`config.mk`:
```
export PLATFORM = sky130hd
export DESIGN_NAME = polygon_centroid_accumulator_unit
export DESIGN_NICKNAME = d
export VERILOG_FILES = /design/src/hdl/pca_pkg.sv /design/src/hdl/pca_div.sv /design/src/hdl/polygon_centroid_accumulator_unit.sv
export SDC_FILE = /design/constraint.sdc
export NUM_CORES = 2
export LEC_CHECK = 0
export ABC_AREA = 1
export BUFFER_PORTS_ARGS = -buffer_cell sky130_fd_sc_hd__buf_2
export CORE_MARGIN = 2
export CORE_UTILIZATION = 60
export DETAILED_ROUTE_END_ITERATION = 6
export PLACE_DENSITY = 0.75
export SLEW_MARGIN = 20
export SYNTH_ARGS = -nofsm -noshare
export SYNTH_HDL_FRONTEND = slang
export SYNTH_SLANG_ARGS = --single-unit
```
`constraint.sdc`:
```
create_clock -name clk_i -period 18.9 [get_ports clk_i]
set_input_delay 3.78 -clock clk_i [delete_from_list [all_inputs] [get_ports clk_i]]
set_output_delay 3.78 -clock clk_i [all_outputs]
set_load 0.01 [all_outputs]
```
`src/hdl/pca_pkg.sv`:
```
// Shared constants and types of the polygon centroid accumulator.
// No dependencies; used by pca_div and polygon_centroid_accumulator_unit.
package pca_pkg;

  localparam int MAX_VERTICES = 1024;
  localparam int COORD_WIDTH  = 16;
  localparam int CNT_W        = $clog2(MAX_VERTICES + 1);

  localparam int IN_W     = 16;  // input coordinate width
  localparam int REL_W    = 17;  // coordinate relative to the first vertex
  localparam int PAIR_W   = 18;  // sum of two relative coordinates
  localparam int CROSS_W  = 34;  // one cross product term
  localparam int AREA_W   = 35;  // one edge's partial area
  localparam int PROD_W   = PAIR_W + AREA_W;
  localparam int ASUM_W   = 46;
  localparam int MSUM_W   = 64;
  localparam int DIVR_W   = ASUM_W + 2;  // three times the area sum
  localparam int DIVD_W   = MSUM_W;
  localparam int DSTEP_W  = $clog2(DIVD_W);

  localparam logic signed [MSUM_W-1:0] CLIP_HI =
    MSUM_W'((64'sd1 <<< (COORD_WIDTH - 1)) - 64'sd1);
  localparam logic signed [MSUM_W-1:0] CLIP_LO = -CLIP_HI - MSUM_W'(1);

  typedef enum logic [3:0] {
    ST_IDLE,
    ST_MUL_XY,
    ST_MUL_YX,
    ST_AREA,
    ST_MOM_X,
    ST_MOM_Y,
    ST_ACC,
    ST_DIV_SETUP,
    ST_DIV_START,
    ST_DIV_WAIT,
    ST_SUM,
    ST_CLIP,
    ST_EMIT
  } pca_state_e;

endpackage

```
`src/hdl/pca_div.sv`:
```
// Iterative unsigned divider, one quotient bit per cycle.
// Depends on pca_pkg for operand widths.
module pca_div import pca_pkg::*; (
  input  logic              clk_i,
  input  logic              rst_ni,
  input  logic              start_i,
  input  logic [DIVD_W-1:0] dividend_i,
  input  logic [DIVR_W-1:0] divisor_i,
  output logic              done_o,
  output logic [DIVD_W-1:0] quotient_o
);

  logic               busy_q, done_q;
  logic [DSTEP_W-1:0] step_q;
  logic [DIVR_W-1:0]  rem_q, rem_d;
  logic [DIVD_W-1:0]  quo_q;
  logic [DIVR_W-1:0]  dvs_q;
  logic [DIVR_W:0]    rem_sh, trial;
  logic               bit_ok;

  // Remainder always stays below the divisor, so one extra bit covers the shift.
  assign rem_sh = {rem_q, quo_q[DIVD_W-1]};
  assign trial  = rem_sh - {1'b0, dvs_q};
  assign bit_ok = ~trial[DIVR_W];
  assign rem_d  = bit_ok ? trial[DIVR_W-1:0] : rem_sh[DIVR_W-1:0];

  always_ff @(posedge clk_i or negedge rst_ni) begin
    if (!rst_ni) begin
      busy_q <= 1'b0;
      done_q <= 1'b0;
      step_q <= '0;
    end else begin
      done_q <= 1'b0;
      if (start_i) begin
        busy_q <= 1'b1;
        step_q <= '0;
      end else if (busy_q) begin
        step_q <= step_q + DSTEP_W'(1);
        if (step_q == DSTEP_W'(DIVD_W - 1)) begin
          busy_q <= 1'b0;
          done_q <= 1'b1;
        end
      end
    end
  end

  always_ff @(posedge clk_i) begin
    if (start_i) begin
      rem_q <= '0;
      quo_q <= dividend_i;
      dvs_q <= divisor_i;
    end else if (busy_q) begin
      rem_q <= rem_d;
      quo_q <= {quo_q[DIVD_W-2:0], bit_ok};
    end
  end

  assign done_o     = done_q;
  assign quotient_o = quo_q;

endmodule

```
`src/hdl/polygon_centroid_accumulator_unit.sv`:
```
// Polygon centroid accumulator, top level (shoelace sums, fixed point).
// Depends on pca_pkg and pca_div.
//
// Vertices of one closed ring arrive one word at a time on s_axis, tlast on
// the final vertex. Each vertex after the first is taken relative to the
// first vertex and its edge from the previous vertex is accumulated with one
// shared 18x35 multiplier: two cross products, then the two moment products.
// A vertex is accepted and then takes six sequencer steps; the first
// vertex of a ring and any vertex beyond 1024 are only accepted and are not
// accumulated. After the last vertex each moment is divided by three times
// the area sum in a bit-serial divider, one axis after the other, the first
// vertex is added back and the result is clipped to 16 bits; the divider is
// skipped, and the first vertex is taken as it is, if the area is
// zero. s_axis_tready is high only while the sequencer is idle. The result
// sits in an output register, so the next ring may start while it waits;
// only the next result waits for it to be taken. A zero area reports the
// first vertex with the degenerate flag set.
module polygon_centroid_accumulator_unit import pca_pkg::*; (
  input  logic        clk_i,
  input  logic        rst_ni,
  input  logic        s_axis_tvalid,
  output logic        s_axis_tready,
  input  logic [31:0] s_axis_tdata,   // [15:0] vertex_x, [31:16] vertex_y
  input  logic        s_axis_tlast,   // last_vertex
  output logic        m_axis_tvalid,
  input  logic        m_axis_tready,
  output logic [31:0] m_axis_tdata,   // [15:0] centroid_x, [31:16] centroid_y
  output logic [2:0]  m_axis_tuser    // [0] degenerate, [1] overflow, [2] saturated
);

  pca_state_e state_q, state_d;

  // control state
  logic [CNT_W-1:0] cnt_q;
  logic             ovf_q, last_q, axis_q, degen_q, sat_q, neg_q;
  logic             out_valid_q;

  // datapath
  logic signed [IN_W-1:0]   first_x_q, first_y_q;
  logic signed [REL_W-1:0]  prev_x_q, prev_y_q, rel_x_q, rel_y_q;
  logic signed [CROSS_W-1:0] t_q;
  logic signed [AREA_W-1:0] a_q, a_d;
  logic signed [ASUM_W-1:0] area_q;
  logic signed [MSUM_W-1:0] mom_x_q, mom_y_q, quo_q, sum_q;
  logic signed [DIVR_W-1:0] div_q;
  logic signed [PROD_W-1:0] prod_q, prod_d;
  logic signed [PAIR_W-1:0] mul_a;
  logic signed [AREA_W-1:0] mul_b;
  logic signed [IN_W-1:0]   cx_q, cy_q, clip_v;
  logic                     clip_sat;

  logic signed [IN_W-1:0]   vx, vy, first_sel;
  logic signed [MSUM_W-1:0] mom_sel, mom_mag;
  logic [DIVR_W-1:0]        div_mag;
  logic                     accept, emit_ok, div_start, div_done;
  logic [DIVD_W-1:0]        div_quo;

  assign vx = s_axis_tdata[15:0];
  assign vy = s_axis_tdata[31:16];

  assign accept  = s_axis_tvalid & s_axis_tready;
  assign emit_ok = ~out_valid_q | m_axis_tready;

  // ---- shared multiplier, operands picked by sequencer step ----
  always_comb begin
    mul_a = '0;
    mul_b = '0;
    case (state_q)
      ST_MUL_XY: begin
        mul_a = {prev_x_q[REL_W-1], prev_x_q};
        mul_b = AREA_W'(rel_y_q);
      end
      ST_MUL_YX: begin
        mul_a = {rel_x_q[REL_W-1], rel_x_q};
        mul_b = AREA_W'(prev_y_q);
      end
      ST_MOM_X: begin
        mul_a = {prev_x_q[REL_W-1], prev_x_q} + {rel_x_q[REL_W-1], rel_x_q};
        mul_b = a_q;
      end
      ST_MOM_Y: begin
        mul_a = {prev_y_q[REL_W-1], prev_y_q} + {rel_y_q[REL_W-1], rel_y_q};
        mul_b = a_q;
      end
      default: begin
        mul_a = '0;
        mul_b = '0;
      end
    endcase
  end

  assign prod_d = mul_a * mul_b;

  // partial area of the edge: x0*y1 - x1*y0
  assign a_d = {t_q[CROSS_W-1], t_q} - {prod_q[CROSS_W-1], prod_q[CROSS_W-1:0]};

  // ---- division operands for the axis being finished ----
  assign first_sel = axis_q ? first_y_q : first_x_q;
  assign mom_sel   = axis_q ? mom_y_q : mom_x_q;
  assign mom_mag   = mom_sel[MSUM_W-1] ? -mom_sel : mom_sel;
  assign div_mag   = div_q[DIVR_W-1] ? DIVR_W'(-div_q) : DIVR_W'(div_q);

  pca_div u_div (
    .clk_i      (clk_i),
    .rst_ni     (rst_ni),
    .start_i    (div_start),
    .dividend_i (DIVD_W'(mom_mag)),
    .divisor_i  (div_mag),
    .done_o     (div_done),
    .quotient_o (div_quo)
  );

  // clip to the signed coordinate range
  always_comb begin
    clip_sat = 1'b0;
    clip_v   = IN_W'(sum_q);
    if (sum_q > CLIP_HI) begin
      clip_sat = 1'b1;
      clip_v   = IN_W'(CLIP_HI);
    end else if (sum_q < CLIP_LO) begin
      clip_sat = 1'b1;
      clip_v   = IN_W'(CLIP_LO);
    end
  end

  // ---- sequencer ----
  always_comb begin
    state_d       = state_q;
    s_axis_tready = 1'b0;
    div_start     = 1'b0;
    case (state_q)
      ST_IDLE: begin
        s_axis_tready = 1'b1;
        if (s_axis_tvalid) begin
          if (cnt_q == '0 || cnt_q >= CNT_W'(MAX_VERTICES)) begin
            state_d = s_axis_tlast ? ST_DIV_SETUP : ST_IDLE;
          end else begin
            state_d = ST_MUL_XY;
          end
        end
      end
      ST_MUL_XY:    state_d = ST_MUL_YX;
      ST_MUL_YX:    state_d = ST_AREA;
      ST_AREA:      state_d = ST_MOM_X;
      ST_MOM_X:     state_d = ST_MOM_Y;
      ST_MOM_Y:     state_d = ST_ACC;
      ST_ACC:       state_d = last_q ? ST_DIV_SETUP : ST_IDLE;
      ST_DIV_SETUP: state_d = ST_DIV_START;
      ST_DIV_START: begin
        if (degen_q) begin
          state_d = ST_CLIP;
        end else begin
          div_start = 1'b1;
          state_d   = ST_DIV_WAIT;
        end
      end
      ST_DIV_WAIT:  state_d = div_done ? ST_SUM : ST_DIV_WAIT;
      ST_SUM:       state_d = ST_CLIP;
      ST_CLIP:      state_d = axis_q ? ST_EMIT : ST_DIV_START;
      ST_EMIT:      state_d = emit_ok ? ST_IDLE : ST_EMIT;
      default:      state_d = ST_IDLE;
    endcase
  end

  always_ff @(posedge clk_i or negedge rst_ni) begin
    if (!rst_ni) begin
      state_q     <= ST_IDLE;
      cnt_q       <= '0;
      ovf_q       <= 1'b0;
      last_q      <= 1'b0;
      axis_q      <= 1'b0;
      degen_q     <= 1'b0;
      sat_q       <= 1'b0;
      neg_q       <= 1'b0;
      out_valid_q <= 1'b0;
    end else begin
      state_q <= state_d;
      // a new word replaces the old one as it is taken
      if (state_q == ST_EMIT && emit_ok) begin
        out_valid_q <= 1'b1;
      end else if (m_axis_tready) begin
        out_valid_q <= 1'b0;
      end
      case (state_q)
        ST_IDLE: begin
          if (accept) begin
            last_q <= s_axis_tlast;
            if (cnt_q == '0) begin
              cnt_q <= CNT_W'(1);
              ovf_q <= 1'b0;
            end else if (cnt_q >= CNT_W'(MAX_VERTICES)) begin
              ovf_q <= 1'b1;
            end
          end
        end
        ST_ACC: cnt_q <= cnt_q + CNT_W'(1);
        ST_DIV_SETUP: begin
          axis_q  <= 1'b0;
          sat_q   <= 1'b0;
          degen_q <= (area_q == '0);
        end
        ST_DIV_START: neg_q <= mom_sel[MSUM_W-1] ^ div_q[DIVR_W-1];
        ST_CLIP: begin
          sat_q  <= sat_q | clip_sat;
          axis_q <= 1'b1;
        end
        ST_EMIT: begin
          if (emit_ok) begin
            cnt_q <= '0;
            ovf_q <= 1'b0;
          end
        end
        default: ;
      endcase
    end
  end

  // ---- datapath registers ----
  always_ff @(posedge clk_i) begin
    prod_q <= prod_d;
    case (state_q)
      ST_IDLE: begin
        if (accept) begin
          rel_x_q <= {vx[IN_W-1], vx} - {first_x_q[IN_W-1], first_x_q};
          rel_y_q <= {vy[IN_W-1], vy} - {first_y_q[IN_W-1], first_y_q};
          if (cnt_q == '0) begin
            first_x_q <= vx;
            first_y_q <= vy;
            prev_x_q  <= '0;
            prev_y_q  <= '0;
            area_q    <= '0;
            mom_x_q   <= '0;
            mom_y_q   <= '0;
          end
        end
      end
      ST_MUL_YX: t_q <= prod_q[CROSS_W-1:0];
      ST_AREA: begin
        a_q    <= a_d;
        area_q <= area_q + {{(ASUM_W-AREA_W){a_d[AREA_W-1]}}, a_d};
      end
      ST_MOM_Y: mom_x_q <= mom_x_q + {{(MSUM_W-PROD_W){prod_q[PROD_W-1]}}, prod_q};
      ST_ACC: begin
        mom_y_q  <= mom_y_q + {{(MSUM_W-PROD_W){prod_q[PROD_W-1]}}, prod_q};
        prev_x_q <= rel_x_q;
        prev_y_q <= rel_y_q;
      end
      ST_DIV_SETUP: begin
        // three times the area sum
        div_q <= {area_q[ASUM_W-1], area_q[ASUM_W-1], area_q}
               + {area_q[ASUM_W-1], area_q, 1'b0};
      end
      ST_DIV_START: begin
        if (degen_q) begin
          sum_q <= {{(MSUM_W-IN_W){first_sel[IN_W-1]}}, first_sel};
        end
      end
      ST_DIV_WAIT: begin
        if (div_done) begin
          quo_q <= neg_q ? -$signed(div_quo) : $signed(div_quo);
        end
      end
      ST_SUM: sum_q <= quo_q + {{(MSUM_W-IN_W){first_sel[IN_W-1]}}, first_sel};
      ST_CLIP: begin
        if (axis_q) begin
          cy_q <= clip_v;
        end else begin
          cx_q <= clip_v;
        end
      end
      default: ;
    endcase
  end

  // output word register, loaded when the previous word is gone
  logic [31:0] out_data_q;
  logic [2:0]  out_user_q;

  always_ff @(posedge clk_i) begin
    if (state_q == ST_EMIT && emit_ok) begin
      out_data_q <= {cy_q, cx_q};
      out_user_q <= {sat_q, ovf_q, degen_q};
    end
  end

  assign m_axis_tvalid = out_valid_q;
  assign m_axis_tdata  = out_data_q;
  assign m_axis_tuser  = out_user_q;

endmodule
```
==> run summary <==
Fill cells -> 12830
via count -> 83478
All-Layer GR Usage -> 0.406
worst skew pair latency -> 0.76 ns
io pins -> 74
number of setup buffers added after CTS -> 0
Clock Pin Slew Worst Setup and Hold Paths -> 0.06 ns
post-DR wirelength/cell -> 21.8 µm
Mean Syn Cell Area -> 7.29 µm²
port bufs -> 73
Synth warnings -> 0
WHS Endpoint -> m_axis_tdata[11]$_DFFE_PP_
final wirelength -> 308000 µm
unrepaired setup endpoints after global routing -> false
synth unique cells -> 68
worst hold start -> cx_q[11]$_DFFE_PP_
cts repair resizes -> 0
max cap viols -> 0
min cycle time layout -> 8.84 ns
CP max FO -> 29
detailed placer's ending HPWL -> 249000 µm
setup TNS -> 0 ns
TritonCTS clock tree -> built
global route overflow -> 0
number of remaining DRC errors -> 2
startpoint types -> register
hold path cells -> 0
Post-synth EDFFs -> 698
vias in the first global route -> 82066
Critical Path AT -> 9.42 ns
initial core utilization -> 0.604
nets@finish -> 13346
post-route cell area -> 0.0939 mm²
Hold Buf Count CTS -> 0
Synthesized Nets -> 13322
status -> finished, violations left
hold_ws -> 0.420 ns
CTS buffer count -> 95
DRT Pass-1 Iters -> 7
Area after DPL -> 0.0905 mm²
CTS root buf -> clkbuf_16
Die X -> 387 µm
period utilisation layout -> 0.468
Die H -> 387 µm
Seq cells post-synth -> 829
worst-case clock buffer depth -> 3
clk sinks -> 829
reg-to-reg startpoint -> state_q[1]$_DFFE_PN0P_
first-pass GRT wire length -> 467000 µm
path depth of the worst reg2reg path -> 27
initial antenna violation count -> 10
CP Class -> register to register
area of the mapped netlist -> 0.0881 mm²
post-route ant nets -> 0
gpl congestion -> 1.04
fraction of layout cells with a size suffix above 1 -> 0.0366
min-delay worst type -> register to register
Worst EP required -> 19.48 ns
Max Slew Vio Count -> 0
Crit. End Element -> register
FF-to-FF setup slack -> 10.06 ns
number of vias per cell -> 5.91
clk_skew -> 0.0639 ns
FP Rows -> 140
worst r2r dst -> prod_q[46]$_DFF_P_
initial DRC count -> 9187
Placeable Area -> 0.146 mm²
violated checks -> design-rule violations
H-tree levels -> 3
largest net degree at the start of global routing -> 110
area grow syn2layout -> 6.57%
Slew @ Worst Pin -> 1.18 ns
die area -> 0.150 mm²
Final Hold Fails -> 0
fmax -> 0.113 GHz
Synth Flop Type -> edfxtp_1
Worst slew margin -> 0.207
Post-Synthesis Cells -> 12090
Final setup viols -> 0
post-synthesis sequential area ratio -> 0.269
ys async rst share -> 0.0362
worst max-delay path, stage by stage, from the launching register on:
cell	delay, ns
dfrtp_1	0.46
nor2_1	0.19
inv_1	0.13
nor2_2	0.10
buf_4	0.37
inv_2	0.15
o21ai_2	0.89
a21oi_1	0.09
buf_4	0.23
inv_1	0.39
nand2_1	0.16
fa_1	0.61
inv_1	0.15
fa_1	0.86
inv_1	0.18
fa_1	0.58
fa_1	0.47
fa_1	0.55
fa_1	0.58
inv_1	0.05
ha_1	0.33
inv_1	0.10
o21ai_0	0.15
a31oi_1	0.26
o21ai_0	0.13
a21oi_1	0.17
nand3_1	0.12
xor2_1	0.15
per-stage QoR:
step           instances  worst slack (ns)   util
3_3_place_gp       13934             10.45  0.621
6_report           14119             10.06  0.644
2_1_floorplan      12090             10.62      -
5_1_grt            14114              9.68  0.644
3_5_place_dp       13934             10.35  0.621
4_1_cts            14114             10.25  0.644
synthesized netlist by cell type, types with 70 or more instances:
master / instances / area [µm²]
nor2_1: 1272 / 4770
a31oi_1: 78 / 488
xor2_1: 206 / 1800
edfxtp_1: 698 / 21000
inv_1: 2224 / 8350
a21oi_1: 761 / 3810
ha_1: 583 / 7290
buf_2: 106 / 531
dfxtp_1: 101 / 2020
xnor2_1: 130 / 1140
fa_1: 612 / 12300
nand2_1: 3147 / 11800
nand4_1: 140 / 876
o21bai_1: 70 / 526
nor3_1: 155 / 776
o21ai_0: 628 / 3140
clkbuf_1: 84 / 315
nand3_1: 519 / 2600
metal layers:
metal / wire length, µm / global-route usage
met1: 116000 / 0.509
met2: 136000 / 0.633
met3: 32000 / 0.0889
met4: 24200 / 0.269
met5: 46 / 0
registers in the layout, indices dropped and copies added, names as in the netlist, 11 cells and up:
name and count:
cx_q 16, prod_q 53, mom_x_q 64, mom_y_q 64
prev_x_q 17, first_x_q 16, m_axis_tdata 32, area_q 46
rel_x_q 17, prev_y_q 17, u_div.quotient_o 64, u_div.rem_q 48
rel_y_q 17, cnt_q 11, div_q 48, cy_q 16
sum_q 64, quo_q 64, a_q 35, t_q 34
u_div.dvs_q 48, first_y_q 16
area by class of cell:
cell class	instances	area [µm²]	area share
well taps	1917	2400	0.0255
multi-input cells	8782	54900	0.585
repair buffers	143	903	0.00962
clock inverters	75	936	0.00997
inverters	2263	8500	0.0905
flip-flops and latches	829	23700	0.253
diodes	5	12.5	0.000133
clock buffers	105	2450	0.0261
cells in the final DEF, fill, tap and decap left out, types with 18 or more instances in the layout:
master and n:
a21boi_0 32, a21o_1 63, a21oi_1 761, a31oi_1 78, and3_1 19, buf_2 73
buf_4 69, clkbuf_16 95, clkinv_1 34, dfrtp_1 29, dfxtp_1 101, edfxtp_1 698
fa_1 612, ha_1 583, inv_1 2219, nand2_1 3143, nand3_1 519, nand3b_1 30
nand4_1 140, nor2_1 1262, nor2_2 19, nor3_1 154, nor4_1 48, o211ai_1 19
o21a_1 47, o21ai_0 625, o21ai_1 56, o21ai_2 26, o21bai_1 70, or2_2 18
xnor2_1 130, xor2_1 206
how the worst max path moves through the flow:
stage	startpoint	end	slack (ns)	depth (start not counted)
3_5_place_dp	state_q[1]$_DFFE_PN0P_	prod_q[47]$_DFF_P_	10.35	27
3_3_place_gp	state_q[1]$_DFFE_PN0P_	prod_q[27]$_DFF_P_	10.45	25
6_report	state_q[1]$_DFFE_PN0P_	prod_q[46]$_DFF_P_	10.06	27
4_1_cts	state_q[1]$_DFFE_PN0P_	prod_q[52]$_DFF_P_	10.25	26
2_1_floorplan	s_axis_tvalid	mom_y_q[0]$_SDFFCE_PN0P_	10.62	4
5_1_grt	state_q[1]$_DFFE_PN0P_	prod_q[46]$_DFF_P_	9.68	27
cell families after synthesis:
group | Yosys count | synth area share
adders and majority gates | 1195 | 0.222
muxes | 2 | 0.000241
xor gates and xnor gates | 336 | 0.0334
buffers and inverters | 2479 | 0.109
and+or+nand+nor | 5415 | 0.251
DFF | 829 | 0.269
AOI/OAI and AO/OA | 1834 | 0.116
Power is left out: the tool's default activity adds up to more than one toggle a clock period on the data nets, which glitch-free logic cannot reach.
